--- config.mk ---
export PLATFORM = sky130hd
export DESIGN_NAME = ps2_set2_scancode_to_ascii_flat
export DESIGN_NICKNAME = d
export VERILOG_FILES = /design/src/ps2a_pkg.sv /design/src/ps2a_in_if.sv /design/src/ps2a_out_if.sv /design/src/ps2a_front.sv /design/src/ps2a_queue.sv /design/src/ps2a_back.sv /design/src/ps2_set2_scancode_to_ascii.sv /design/src/flat_wrapper.sv
export SDC_FILE = /design/constraint.sdc
export NUM_CORES = 1
export LEC_CHECK = 0
export BUFFER_PORTS_ARGS = -buffer_cell sky130_fd_sc_hd__clkbuf_2
export CAP_MARGIN = 20
export CORE_UTILIZATION = 40
export DETAILED_ROUTE_END_ITERATION = 7
export PLACE_DENSITY = 0.57
export SYNTH_ARGS = -nofsm -noshare
export SYNTH_HDL_FRONTEND = slang
export SYNTH_SLANG_ARGS = --single-unit
--- constraint.sdc ---
create_clock -name clk -period 4.5 [get_ports clk]
set_input_delay 0.9 -clock clk [delete_from_list [all_inputs] [get_ports clk]]
set_output_delay 0.9 -clock clk [all_outputs]
set_load 0.01 [all_outputs]
--- src/ps2a_pkg.sv ---
// Shared types, constants and key tables for the set 2 scan code decoder.
package ps2a_pkg;

  localparam int MAX_RESULTS = 5;
  localparam int RUN_W       = $clog2(MAX_RESULTS);
  localparam int QUEUE_DEPTH = 2;

  localparam logic [7:0] CODE_EXT    = 8'hE0;
  localparam logic [7:0] CODE_BREAK  = 8'hF0;
  localparam logic [7:0] CODE_PRTSC  = 8'h7C;
  localparam logic [7:0] CODE_CAPS   = 8'h58;
  localparam logic [7:0] CODE_LSHIFT = 8'h12;
  localparam logic [7:0] CODE_RSHIFT = 8'h59;
  localparam logic [7:0] CODE_BKSP   = 8'h66;
  localparam logic [7:0] CODE_TAB    = 8'h0D;

  localparam logic [6:0] CHAR_NONE   = 7'h00;
  localparam logic [6:0] CHAR_SPACE  = 7'h20;
  localparam logic [6:0] CHAR_LOW_A  = 7'h61;
  localparam logic [6:0] CHAR_LOW_Z  = 7'h7A;
  localparam logic [6:0] CASE_OFFSET = 7'h20;

  localparam logic [1:0] PRTSC_TAIL  = 2'd3;

  typedef enum logic [3:0] {
    PFX_IDLE = 4'b0001,
    PFX_E0   = 4'b0010,
    PFX_F0   = 4'b0100,
    PFX_E0F0 = 4'b1000
  } prefix_t;

  // One queued job: first character and how many more copies follow it.
  typedef struct packed {
    logic [6:0]       char_code;
    logic [RUN_W-1:0] rem;
  } job_t;

  function automatic logic [6:0] plain_char(input logic [6:0] code);
    logic [6:0] ch;
    case (code)
      7'h1C: ch = 7'h61;  7'h32: ch = 7'h62;  7'h21: ch = 7'h63;  7'h23: ch = 7'h64;
      7'h24: ch = 7'h65;  7'h2B: ch = 7'h66;  7'h34: ch = 7'h67;  7'h33: ch = 7'h68;
      7'h43: ch = 7'h69;  7'h3B: ch = 7'h6A;  7'h42: ch = 7'h6B;  7'h4B: ch = 7'h6C;
      7'h3A: ch = 7'h6D;  7'h31: ch = 7'h6E;  7'h44: ch = 7'h6F;  7'h4D: ch = 7'h70;
      7'h15: ch = 7'h71;  7'h2D: ch = 7'h72;  7'h1B: ch = 7'h73;  7'h2C: ch = 7'h74;
      7'h3C: ch = 7'h75;  7'h2A: ch = 7'h76;  7'h1D: ch = 7'h77;  7'h22: ch = 7'h78;
      7'h35: ch = 7'h79;  7'h1A: ch = 7'h7A;
      7'h16: ch = 7'h31;  7'h1E: ch = 7'h32;  7'h26: ch = 7'h33;  7'h25: ch = 7'h34;
      7'h2E: ch = 7'h35;  7'h36: ch = 7'h36;  7'h3D: ch = 7'h37;  7'h3E: ch = 7'h38;
      7'h46: ch = 7'h39;  7'h45: ch = 7'h30;
      7'h4E: ch = 7'h2D;  7'h55: ch = 7'h3D;  7'h0E: ch = 7'h60;  7'h54: ch = 7'h5B;
      7'h5B: ch = 7'h5D;  7'h4C: ch = 7'h3B;  7'h52: ch = 7'h27;  7'h5D: ch = 7'h5C;
      7'h41: ch = 7'h2C;  7'h49: ch = 7'h2E;  7'h4A: ch = 7'h2F;  7'h29: ch = 7'h20;
      7'h66: ch = 7'h08;
      default: ch = CHAR_NONE;
    endcase
    return ch;
  endfunction

  function automatic logic [6:0] shift_char(input logic [6:0] code);
    logic [6:0] ch;
    case (code)
      7'h16: ch = 7'h21;  7'h1E: ch = 7'h40;  7'h26: ch = 7'h23;  7'h25: ch = 7'h24;
      7'h2E: ch = 7'h25;  7'h36: ch = 7'h5E;  7'h3D: ch = 7'h26;  7'h3E: ch = 7'h2A;
      7'h46: ch = 7'h28;  7'h45: ch = 7'h29;
      7'h4E: ch = 7'h5F;  7'h55: ch = 7'h2B;  7'h0E: ch = 7'h7E;  7'h54: ch = 7'h7B;
      7'h5B: ch = 7'h7D;  7'h4C: ch = 7'h3A;  7'h52: ch = 7'h27;  7'h5D: ch = 7'h7C;
      7'h41: ch = 7'h3C;  7'h49: ch = 7'h3E;  7'h4A: ch = 7'h3F;  7'h29: ch = 7'h20;
      7'h66: ch = 7'h08;
      default: ch = CHAR_NONE;
    endcase
    return ch;
  endfunction

endpackage

--- src/ps2a_in_if.sv ---
// Input channel: one raw keyboard byte per word.
interface ps2a_in_if;
  logic       valid;
  logic       ready;
  logic [7:0] scan_byte;

  modport source (output valid, output scan_byte, input ready);
  modport sink   (input valid, input scan_byte, output ready);
endinterface

--- src/ps2a_out_if.sv ---
// Result channel: one ASCII character per word.
interface ps2a_out_if;
  logic       valid;
  logic       ready;
  logic [6:0] char_code;
  logic       last_of_run;

  modport source (output valid, output char_code, output last_of_run, input ready);
  modport sink   (input valid, input char_code, input last_of_run, output ready);
endinterface

--- src/ps2a_front.sv ---
// Front end: accept bytes, track prefixes and modifiers, classify into jobs.
module ps2a_front
  import ps2a_pkg::*;
#(
  parameter int TAB_SPACES = 5
) (
  input  logic           clk,
  input  logic           rst_n,
  ps2a_in_if.sink        in_ch,
  input  logic           q_full,
  output logic           push,
  output job_t           push_job
);

  localparam int TAB_N = (TAB_SPACES > MAX_RESULTS) ? MAX_RESULTS : TAB_SPACES;

  prefix_t    pfx_r, pfx_nxt;
  logic [1:0] skip_r, skip_nxt;
  logic       shift_r, shift_nxt;
  logic       caps_r, caps_nxt;
  logic       upper_r, upper_nxt;

  logic       take;
  logic [7:0] b;
  logic [6:0] pch;
  logic [6:0] sch;
  logic       is_letter;
  logic       is_shift_key;

  assign in_ch.ready = !q_full;
  assign take        = in_ch.valid && in_ch.ready;
  assign b           = in_ch.scan_byte;
  assign pch         = plain_char(b[6:0]);
  assign sch         = shift_char(b[6:0]);
  assign is_letter   = (pch >= CHAR_LOW_A) && (pch <= CHAR_LOW_Z);
  assign is_shift_key = (b == CODE_LSHIFT) || (b == CODE_RSHIFT);

  always_comb begin
    pfx_nxt   = pfx_r;
    skip_nxt  = skip_r;
    shift_nxt = shift_r;
    caps_nxt  = caps_r;
    upper_nxt = upper_r;
    push      = 1'b0;
    push_job  = '{char_code: CHAR_NONE, rem: '0};
    if (take) begin
      if (skip_r != 2'd0) begin
        skip_nxt = skip_r - 2'd1;
      end else begin
        case (pfx_r)
          PFX_E0: begin
            pfx_nxt = (b == CODE_BREAK) ? PFX_E0F0 : PFX_IDLE;
          end
          PFX_E0F0: begin
            skip_nxt = (b == CODE_PRTSC) ? PRTSC_TAIL : 2'd0;
            pfx_nxt  = PFX_IDLE;
          end
          PFX_F0: begin
            if (is_shift_key) begin
              shift_nxt = 1'b0;
              upper_nxt = caps_r;
            end
            pfx_nxt = PFX_IDLE;
          end
          PFX_IDLE: begin
            if (b == CODE_EXT) begin
              pfx_nxt = PFX_E0;
            end else if (b == CODE_BREAK) begin
              pfx_nxt = PFX_F0;
            end else if (b == CODE_CAPS) begin
              caps_nxt  = !caps_r;
              upper_nxt = !caps_r ^ shift_r;
            end else if (is_shift_key) begin
              shift_nxt = 1'b1;
              upper_nxt = !caps_r;
            end else if (b == CODE_TAB) begin
              push     = 1'b1;
              push_job = '{char_code: CHAR_SPACE, rem: RUN_W'(TAB_N - 1)};
            end else if (!b[7] && (pch != CHAR_NONE)) begin
              push = 1'b1;
              if (is_letter) begin
                push_job.char_code = upper_r ? (pch - CASE_OFFSET) : pch;
              end else begin
                push_job.char_code = shift_r ? sch : pch;
              end
            end
          end
          default: pfx_nxt = PFX_IDLE;
        endcase
      end
    end
  end

  always_ff @(posedge clk) begin
    if (!rst_n) begin
      pfx_r   <= PFX_IDLE;
      skip_r  <= 2'd0;
      shift_r <= 1'b0;
      caps_r  <= 1'b0;
      upper_r <= 1'b0;
    end else begin
      pfx_r   <= pfx_nxt;
      skip_r  <= skip_nxt;
      shift_r <= shift_nxt;
      caps_r  <= caps_nxt;
      upper_r <= upper_nxt;
    end
  end

endmodule

--- src/ps2a_queue.sv ---
// Short job queue between the front and back ends.
module ps2a_queue
  import ps2a_pkg::*;
(
  input  logic clk,
  input  logic rst_n,
  input  logic push,
  input  job_t push_job,
  input  logic pop,
  output logic q_valid,
  output logic q_full,
  output job_t q_head
);

  localparam int PTR_W = $clog2(QUEUE_DEPTH);
  localparam int CNT_W = $clog2(QUEUE_DEPTH + 1);

  job_t             slot_r [QUEUE_DEPTH];
  logic [PTR_W-1:0] wr_ptr_r, rd_ptr_r;
  logic [CNT_W-1:0] cnt_r, cnt_nxt;

  assign q_valid = (cnt_r != '0);
  assign q_full  = (cnt_r == CNT_W'(QUEUE_DEPTH));
  assign q_head  = slot_r[rd_ptr_r];

  always_comb begin
    cnt_nxt = cnt_r;
    if (push && !pop) cnt_nxt = cnt_r + CNT_W'(1);
    if (pop && !push) cnt_nxt = cnt_r - CNT_W'(1);
  end

  always_ff @(posedge clk) begin
    if (push) slot_r[wr_ptr_r] <= push_job;
  end

  always_ff @(posedge clk) begin
    if (!rst_n) begin
      wr_ptr_r <= '0;
      rd_ptr_r <= '0;
      cnt_r    <= '0;
    end else begin
      if (push) wr_ptr_r <= (wr_ptr_r == PTR_W'(QUEUE_DEPTH - 1)) ? '0 : wr_ptr_r + PTR_W'(1);
      if (pop)  rd_ptr_r <= (rd_ptr_r == PTR_W'(QUEUE_DEPTH - 1)) ? '0 : rd_ptr_r + PTR_W'(1);
      cnt_r <= cnt_nxt;
    end
  end

endmodule

--- src/ps2a_back.sv ---
// Back end: expand jobs into characters through the output register.
module ps2a_back
  import ps2a_pkg::*;
(
  input  logic        clk,
  input  logic        rst_n,
  input  logic        q_valid,
  input  job_t        q_head,
  output logic        pop,
  ps2a_out_if.source  out_ch
);

  logic             vld_r, vld_nxt;
  logic [6:0]       char_r, char_nxt;
  logic [RUN_W-1:0] rem_r, rem_nxt;
  logic             done;

  assign out_ch.valid       = vld_r;
  assign out_ch.char_code   = char_r;
  assign out_ch.last_of_run = (rem_r == '0);

  // Current run ends when its last character is taken.
  assign done = vld_r && out_ch.ready && (rem_r == '0);
  assign pop  = q_valid && (!vld_r || done);

  always_comb begin
    vld_nxt  = vld_r;
    char_nxt = char_r;
    rem_nxt  = rem_r;
    if (pop) begin
      vld_nxt  = 1'b1;
      char_nxt = q_head.char_code;
      rem_nxt  = q_head.rem;
    end else if (done) begin
      vld_nxt = 1'b0;
    end else if (vld_r && out_ch.ready) begin
      rem_nxt = rem_r - RUN_W'(1);
    end
  end

  always_ff @(posedge clk) begin
    char_r <= char_nxt;
    if (!rst_n) begin
      vld_r <= 1'b0;
      rem_r <= '0;
    end else begin
      vld_r <= vld_nxt;
      rem_r <= rem_nxt;
    end
  end

endmodule

--- src/ps2_set2_scancode_to_ascii.sv ---
// Top level of the set 2 scan code to ASCII decoder, US layout.
//
//  channel  direction  word                          handshake
//  in_ch    in         scan_byte[7:0]                valid/ready
//  out_ch   out        char_code[6:0], last_of_run   valid/ready
//
// One byte is accepted per cycle while the two-entry job queue has room.
// A byte yields at most one job; the back end sends one character per cycle while
// out_ch is ready, so a Tab gives a run of min(TAB_SPACES, 5) characters and other keys one.
// An accepted byte is registered into the job queue, then into the output register.
// Reset (rst_n low, synchronous) clears the prefix tracker, skip count,
// Shift, Caps Lock, the queue and the output valid flag.
// Output stalls back up through the queue; the input stalls only when it is full.
module ps2_set2_scancode_to_ascii
  import ps2a_pkg::*;
#(
  parameter int TAB_SPACES = 5
) (
  input  logic        clk,
  input  logic        rst_n,
  ps2a_in_if.sink     in_ch,
  ps2a_out_if.source  out_ch
);

  logic push;
  job_t push_job;
  logic pop;
  logic q_valid;
  logic q_full;
  job_t q_head;

  // Classify bytes and keep modifier state; push printable keys as jobs.
  ps2a_front #(.TAB_SPACES(TAB_SPACES)) u_front (
    .clk      (clk),
    .rst_n    (rst_n),
    .in_ch    (in_ch),
    .q_full   (q_full),
    .push     (push),
    .push_job (push_job)
  );

  // Decouple classification from character delivery.
  ps2a_queue u_queue (
    .clk      (clk),
    .rst_n    (rst_n),
    .push     (push),
    .push_job (push_job),
    .pop      (pop),
    .q_valid  (q_valid),
    .q_full   (q_full),
    .q_head   (q_head)
  );

  // Expand each job into its run of characters.
  ps2a_back u_back (
    .clk     (clk),
    .rst_n   (rst_n),
    .q_valid (q_valid),
    .q_head  (q_head),
    .pop     (pop),
    .out_ch  (out_ch)
  );

endmodule

--- src/flat_wrapper.sv ---
// flat-port wrapper written by rule: the top's interface ports become plain ports
module ps2_set2_scancode_to_ascii_flat import ps2a_pkg::*;
#(
  parameter int TAB_SPACES = 5
)
  (clk, rst_n, in_ch_valid, in_ch_scan_byte, in_ch_ready, out_ch_valid, out_ch_char_code, out_ch_last_of_run, out_ch_ready);
  ps2a_in_if in_ch_i ();
  ps2a_out_if out_ch_i ();
  input  logic clk;
  input  logic rst_n;
  input wire logic [$bits(in_ch_i.valid)-1:0] in_ch_valid;
  input wire logic [$bits(in_ch_i.scan_byte)-1:0] in_ch_scan_byte;
  output wire logic [$bits(in_ch_i.ready)-1:0] in_ch_ready;
  output wire logic [$bits(out_ch_i.valid)-1:0] out_ch_valid;
  output wire logic [$bits(out_ch_i.char_code)-1:0] out_ch_char_code;
  output wire logic [$bits(out_ch_i.last_of_run)-1:0] out_ch_last_of_run;
  input wire logic [$bits(out_ch_i.ready)-1:0] out_ch_ready;
  assign in_ch_i.valid = in_ch_valid;
  assign in_ch_i.scan_byte = in_ch_scan_byte;
  assign in_ch_ready = in_ch_i.ready;
  assign out_ch_valid = out_ch_i.valid;
  assign out_ch_char_code = out_ch_i.char_code;
  assign out_ch_last_of_run = out_ch_i.last_of_run;
  assign out_ch_i.ready = out_ch_ready;
  ps2_set2_scancode_to_ascii #(.TAB_SPACES(TAB_SPACES)) u_core (.clk(clk), .rst_n(rst_n), .in_ch(in_ch_i), .out_ch(out_ch_i));
endmodule
After elaboration in Yosys (flattened, before gate mapping)
Memory sizes are Yosys's and may differ from the RTL's. A register that Yosys moved wholly into a read port is not among the register bits.
Index checks and enable logic that the tools add are counted.
- $add $sub $neg: 7
- magnitude comparators: 2
- equality and inequality tests: 43
- multiplexer cells: 55
- bitwise logic cells: 4
- reduce and logical (&&, ||, !) cells: 31
- operators by type and width (cell ; number):
    case mux 7 bit (23 select lines) ; 1
    == test 7 bit, second input constant ; 13
    two-way mux 10 bit ; 7
    == test 7 x 6 -> 1 bit, second input constant ; 7
    two-way mux 7 bit ; 5
    two-way mux 1 bit ; 27
    == test 8 x 7 -> 1 bit, second input constant ; 3
    == test 8 bit, second input constant ; 2
    == test 7 x 5 -> 1 bit, second input constant ; 2
    nonzero test 2 bit ; 7
    two-way mux 3 bit ; 4
    two-way mux 4 bit ; 3
    two-way mux 2 bit ; 5
    != test 2 bit, second input constant ; 5
    == test 8 x 4 -> 1 bit, second input constant ; 1
    == test 8 x 5 -> 1 bit, second input constant ; 1
    logical AND 1 bit ; 8
    case mux 4 bit (2 select lines) ; 1
    AND reduction 8 bit ; 1
    == test 7 x 4 -> 1 bit, second input constant ; 1
    >= comparator 7 bit, second input constant ; 1
    <= comparator 7 bit, second input constant ; 1
    AND reduction 7 bit ; 1
    nonzero test 7 bit ; 1
    other kinds (21) ; 34
- register bits after elaboration: 24
- RAM bits: 20
- bits in read-only memories: 896
- output and inout port bits: 10
- memories kept: 2
- memory list (name ; depth ; bits a word ; rd ports ; clocked after Yosys merged registers in ; write ports ; line ; source):
    (name not given) ; 128 ; 7 ; 1 ; 0 ; 0 ; ps2a_pkg.sv:40 ; case (code)
    u_core.u_queue.slot_r ; 2 ; 10 ; 1 ; 1 ; 1 ; ps2a_queue.sv:18 ; job_t slot_r [QUEUE_DEPTH];

Depth between registers and ports, before layout
An unclocked memory read counts as a cell.
- depth in word-level cells: 15
- gate-level depth with buffers: 14
- gate-level depth less buffers: 13

Hierarchy
Synthesis repeated with hierarchy kept, for this count alone.
- cell total of the unflattened synthesis: 428
- area total of the unflattened synthesis: 3701.0 µm²
- modules (own cells, without submodules) (module ; instances ; cells an instance ; area an instance (µm²) ; seq. area each (µm²)):
    ps2a_front ; 1 ; 334 ; 2260.9 ; 180.2
    ps2a_queue ; 1 ; 53 ; 937.1 ; 700.7
    ps2a_back ; 1 ; 41 ; 503.0 ; 290.3

Least setup slack after synthesis
No wires, ideal clock.
- path kind: input to register
- start: input in_ch_scan_byte[0]
- end: register u_core.u_queue.cnt_r[1]
- library setup time: 76 ps
- arrival time: 3591 ps
- setup slack: 834 ps
- cell stages on the path: 12
- cell sequence: inv_1 > ha_1 > and3_1 > and2_1 > o311a_1 > or3_1 > buf_2 > nor4_2 > a21bo_2 > ha_1 > or3_1 > a21boi_0
- word-level cells in the longest chain between the ends: 15
- elaborated cells between the ends (all ways): 24
- RTL lines (item ; line ; source):
    start: declaration ; flat_wrapper.sv:12 ; input wire logic [$bits(in_ch_i.scan_byte)-1:0] in_ch_scan_byte;
    memory (128 x 7 bit) ; -- ;
    nonzero test 7 bit ; ps2a_front.sv:79 ; end else if (!b[7] && (pch != CHAR_NONE)) begin
    logical AND 1 bit ; ps2a_front.sv:79 ;
    two-way mux 1 bit ; ps2a_front.sv:79 ;
    two-way mux 1 bit ; ps2a_front.sv:76 ; end else if (b == CODE_TAB) begin
    two-way mux 1 bit ; ps2a_front.sv:73 ; end else if (is_shift_key) begin
    two-way mux 1 bit ; ps2a_front.sv:70 ; end else if (b == CODE_CAPS) begin
    two-way mux 1 bit ; ps2a_front.sv:68 ; end else if (b == CODE_BREAK) begin
    two-way mux 1 bit * ; ps2a_front.sv:66 ; if (b == CODE_EXT) begin
    two-way mux 1 bit * ; ps2a_front.sv:50 ; case (pfx_r)
    two-way mux 1 bit * ; ps2a_front.sv:47 ; if (skip_r != 2'd0) begin
    two-way mux 1 bit * ; ps2a_front.sv:46 ; if (take) begin
    zero test 1 bit ; ps2a_queue.sv:29 ; if (pop && !push) cnt_nxt = cnt_r - CNT_W'(1);
    logical AND 1 bit ; ps2a_queue.sv:29 ;
    two-way mux 2 bit or nonzero test 2 bit (tied branches) ; -- ;
    end signal: assignment ; ps2a_queue.sv:44 ; cnt_r <= cnt_nxt;
    end: declaration ; ps2a_queue.sv:20 ; logic [CNT_W-1:0] cnt_r, cnt_nxt;
Every way passes the cells marked *; elsewhere a longest branch is shown, timed or not.
A chain may end at the register's enable or synchronous reset.

Final worst setup path
- start: input in_ch_scan_byte[2]
- end: register u_core.u_queue.cnt_r[1]
The elaborated chain is that of the path after synthesis.

==> out/qor.txt <==
outcome = complete, no violations
clock root cell = clkbuf_8
number of enable flip-flop cells after synthesis = 23
synthesized net count = 434
# port buffers = 21
worst-margin pin slew = 0.977 ns
Filler Cell Count = 835
syn avg cell area = 8.48 um^2
drt initial violations = 252
Worst-Skew Late Latency = 0.29 ns
Detail Placement HPWL = 7.21 mm
RD Place Congestion = 0.973
postcts setup bufs = 0
area of the multi-input gates = 2210 um^2
gr usage total = 0.229
CP endpoint kind = flip-flop
WL per Instance = 18.1 um
WHS Path Cells = 2
Num CTS Buffers = 5
Top FF cell, synth = edfxtp_1
Routed Wire Length = 9.67 mm
htree depth = 2
Max FO, Critical Path = 23
area share of xor/xnor cells in the synthesized design = 0.0151
final cycle utilization of the critical path = 0.878
CP required = 4.71 ns
TritonCTS clock tree = built
Peak VDD IR = 0.162 mV
critical path launch point type = input pin
asr flop ratio synth = 0
CTS Buffer Depth = 2
initial antenna violation count = 0
post-synthesis mux area share = 0.0471
Max Cap Viol = 0
crit-path max cell delay = 0.43 ns
fmax = 253 MHz
Crit Path Class = in -> reg
Synth area leaders = edfxtp_1 20%, dfxtp_1 10%, ha_1 4.3%
PwrDens = 328 nW/um^2
DRC violations left = 0
WHS Endpoint = u_core.u_back.rem_r[0]
Seq cells post-synth = 41
Vias/cell = 6.11
Leak = 1.40 nW
post-synth top area share = 0.199
final setup fails = 0
Resized cells post-CTS = 0
TNS Setup = 0 ns
Layout Skew = 0.0136 ns
Post-Synth Adder-Cell Area = 0.0432
pin count of the biggest net entering global routing = 29
first-pass GRT wire length = 16.1 mm
die height = 95.2 um
CTS Sinks = 41
Final Hold Vio Count = 0
Slowest cell on crit path = o32ai_2
# nets final = 452
initial core utilization = 0.419
Netlist Area Pre-Place = 3480 um^2
# diodes = 0
Final Instance Area = 3800 um^2
Synth Warn # = 0
vias in the first global route = 3121
compound-gate portion of the synthesized area = 0.263
# rows = 33
proportion of layout cells with a drive suffix above 1 = 0.182
R2R setup slack = 1.85 ns
Seq/Total Area, Yosys = 0.302
Slew Viols, Final = 0
R2R depth = 9
commonest non-fill, non-tap cell in the layout = nand2_1
main combinational cell family by area after synthesis = simple AND/OR/NAND/NOR gates
Storage cell area = 1050 um^2
area grow syn2layout = 9.43%
RSZ-0062 raised after global routing = no
Yosys top cell by area = edfxtp_1
clock-pin slew on the worst setup and hold paths = 0.08 ns
crit path time final = 3.95 ns
area of the die = 9070 um^2
ANT nets after route = 0
Die X = 95.2 um
CP Cell Sequence = clkbuf_2 > buf_4 > or2b_1 > nand3_1 > nor3b_1 > o32ai_2 > nand3_2 > nor4_2 > a21bo_2 > ha_1 > or3_1 > a21boi_0
dpl cells = 526
Layout Cells excl Fill = 534
Worst R2R End = u_core.u_queue.cnt_r[1]
CORE AREA = 8300 um^2
simple-gate share of the synthesized area = 0.266
Critical Path AT = 4.17 ns
worst rel slew slack = 0.342
Syn Inst Count = 410
Hold-fix buffers, CTS = 0
grt ovf = 0
Synth cell types = 81
I/O pin total = 22
min-delay src = u_core.u_back.out_ch.valid
placed cell areas = 3690 um^2
1st-pass router iterations = 5
Hold Crit Class = reg -> reg
Via Count = 3261
most frequent cells in the layout = 38 x nand2_1, 28 x nor2_1, 25 x a21oi_1
FF-to-FF Start = u_core.u_queue.cnt_r[0]
## synth_stat cells (3+ instances only)
cell and n:
and2_1 7, o22ai_1 7, nor2_1 28, a21o_1 3, nor2b_1 15, o211a_1 4
inv_1 15, xnor2_1 3, or4_1 4, o211ai_1 5, nand2_1 38, mux2i_1 4
nor3b_1 4, nor4_1 4, a21oi_1 25, a21boi_0 5, nor3_1 16, a31oi_1 9
dfxtp_1 18, edfxtp_1 23, nand3_1 11, a211oi_1 6, o21ai_0 23, nand2b_1 6
and3_1 4, buf_2 13, mux2_2 9, ha_1 12, or3_1 5, nand3b_1 3
clkbuf_1 8, buf_6 5, nand2_2 3, xor2_1 3, a311oi_1 5
## worst max-delay path: cells and delay by family
kind / cells / cell delay, ns
adder cells (fa/ha/maj): 1 / 0.26
AND/OR/NAND/NOR: 6 / 1.48
AO/OA/AOI/OAI: 3 / 0.85
buffers and inverters: 2 / 0.64
## per-stage QoR
step | setup slack, ns | power [mW] | util | hold slack, ns
4_1_cts | 0.556 | 1.26 | 0.458 | 0.512
6_report | 0.548 | 1.25 | 0.458 | 0.510
3_3_place_gp | 0.297 | 0.936 | 0.444 | 0.488
5_1_grt | 0.266 | 1.34 | 0.458 | 0.553
3_5_place_dp | 0.253 | 0.943 | 0.444 | 0.497
2_1_floorplan | 0.834 | 0.824 | - | 0.477
## worst max path at each step
stage / from / endpoint / slack [ns] / depth (start not counted)
global placement: in_ch_scan_byte[2] / u_core.u_queue.cnt_r[1] / 0.30 / 12
global route: in_ch_scan_byte[2] / u_core.u_queue.cnt_r[1] / 0.27 / 12
CTS: in_ch_scan_byte[2] / u_core.u_queue.cnt_r[1] / 0.56 / 12
detailed placement: in_ch_scan_byte[2] / u_core.u_queue.cnt_r[1] / 0.25 / 12
finish: in_ch_scan_byte[2] / u_core.u_queue.cnt_r[1] / 0.55 / 12
floorplan: in_ch_scan_byte[0] / u_core.u_queue.cnt_r[1] / 0.83 / 12
## state kept, by name, indices dropped and copies added (netlist names), named ones only
| name | cells |
|---|---|
| u_core.u_back.out_ch.valid | 1 |
| u_core.u_queue.rd_ptr_r | 1 |
| u_core.u_back.out_ch.char_code | 7 |
| u_core.u_front.skip_r | 2 |
| u_core.u_front.pfx_r | 4 |
| u_core.u_queue.cnt_r | 2 |
| u_core.u_queue.wr_ptr_r | 1 |
| u_core.u_queue.slot_r | 16 |
| u_core.u_front.shift_r | 1 |
| u_core.u_front.caps_r | 1 |
| u_core.u_back.rem_r | 3 |
| u_core.u_front.upper_r | 1 |
## power breakdown
| group | total, mW | switching [mW] | leakage [nW] | internal, mW |
|---|---|---|---|---|
| registers | 0.502 | 0.0354 | 0.364 | 0.466 |
| logic | 0.434 | 0.256 | 0.975 | 0.178 |
| clock network | 0.312 | 0.131 | 0.0617 | 0.181 |
## cell families after synthesis
group,count (synthesis)
AOI/OAI and AO/OA,125
xor gates and xnor gates,6
adders and majority gates,12
buffers and inverters,44
DFF,41
muxes,14
and+or+nand+nor,168
## per-layer routing
layer | up-vias | GRT usage | share of wire
met2 | 136 | 0.386 | 0.48
met5 | - | 0 | 0
met3 | 21 | 0.0407 | 0.055
li1 | 1588 | - | -
met1 | 1516 | 0.293 | 0.44
met4 | 0 | 0.0758 | 0.023
## area by class of cell
class	instances	share of cell area
multi-input combinational	325	0.580
clock buffer	6	0.0217
sequential	41	0.276
inverter	17	0.0168
tap	105	0.0345
clock inverter	2	0.00954
timing repair buffer	38	0.0612
Power figures use the tool's default switching activity.
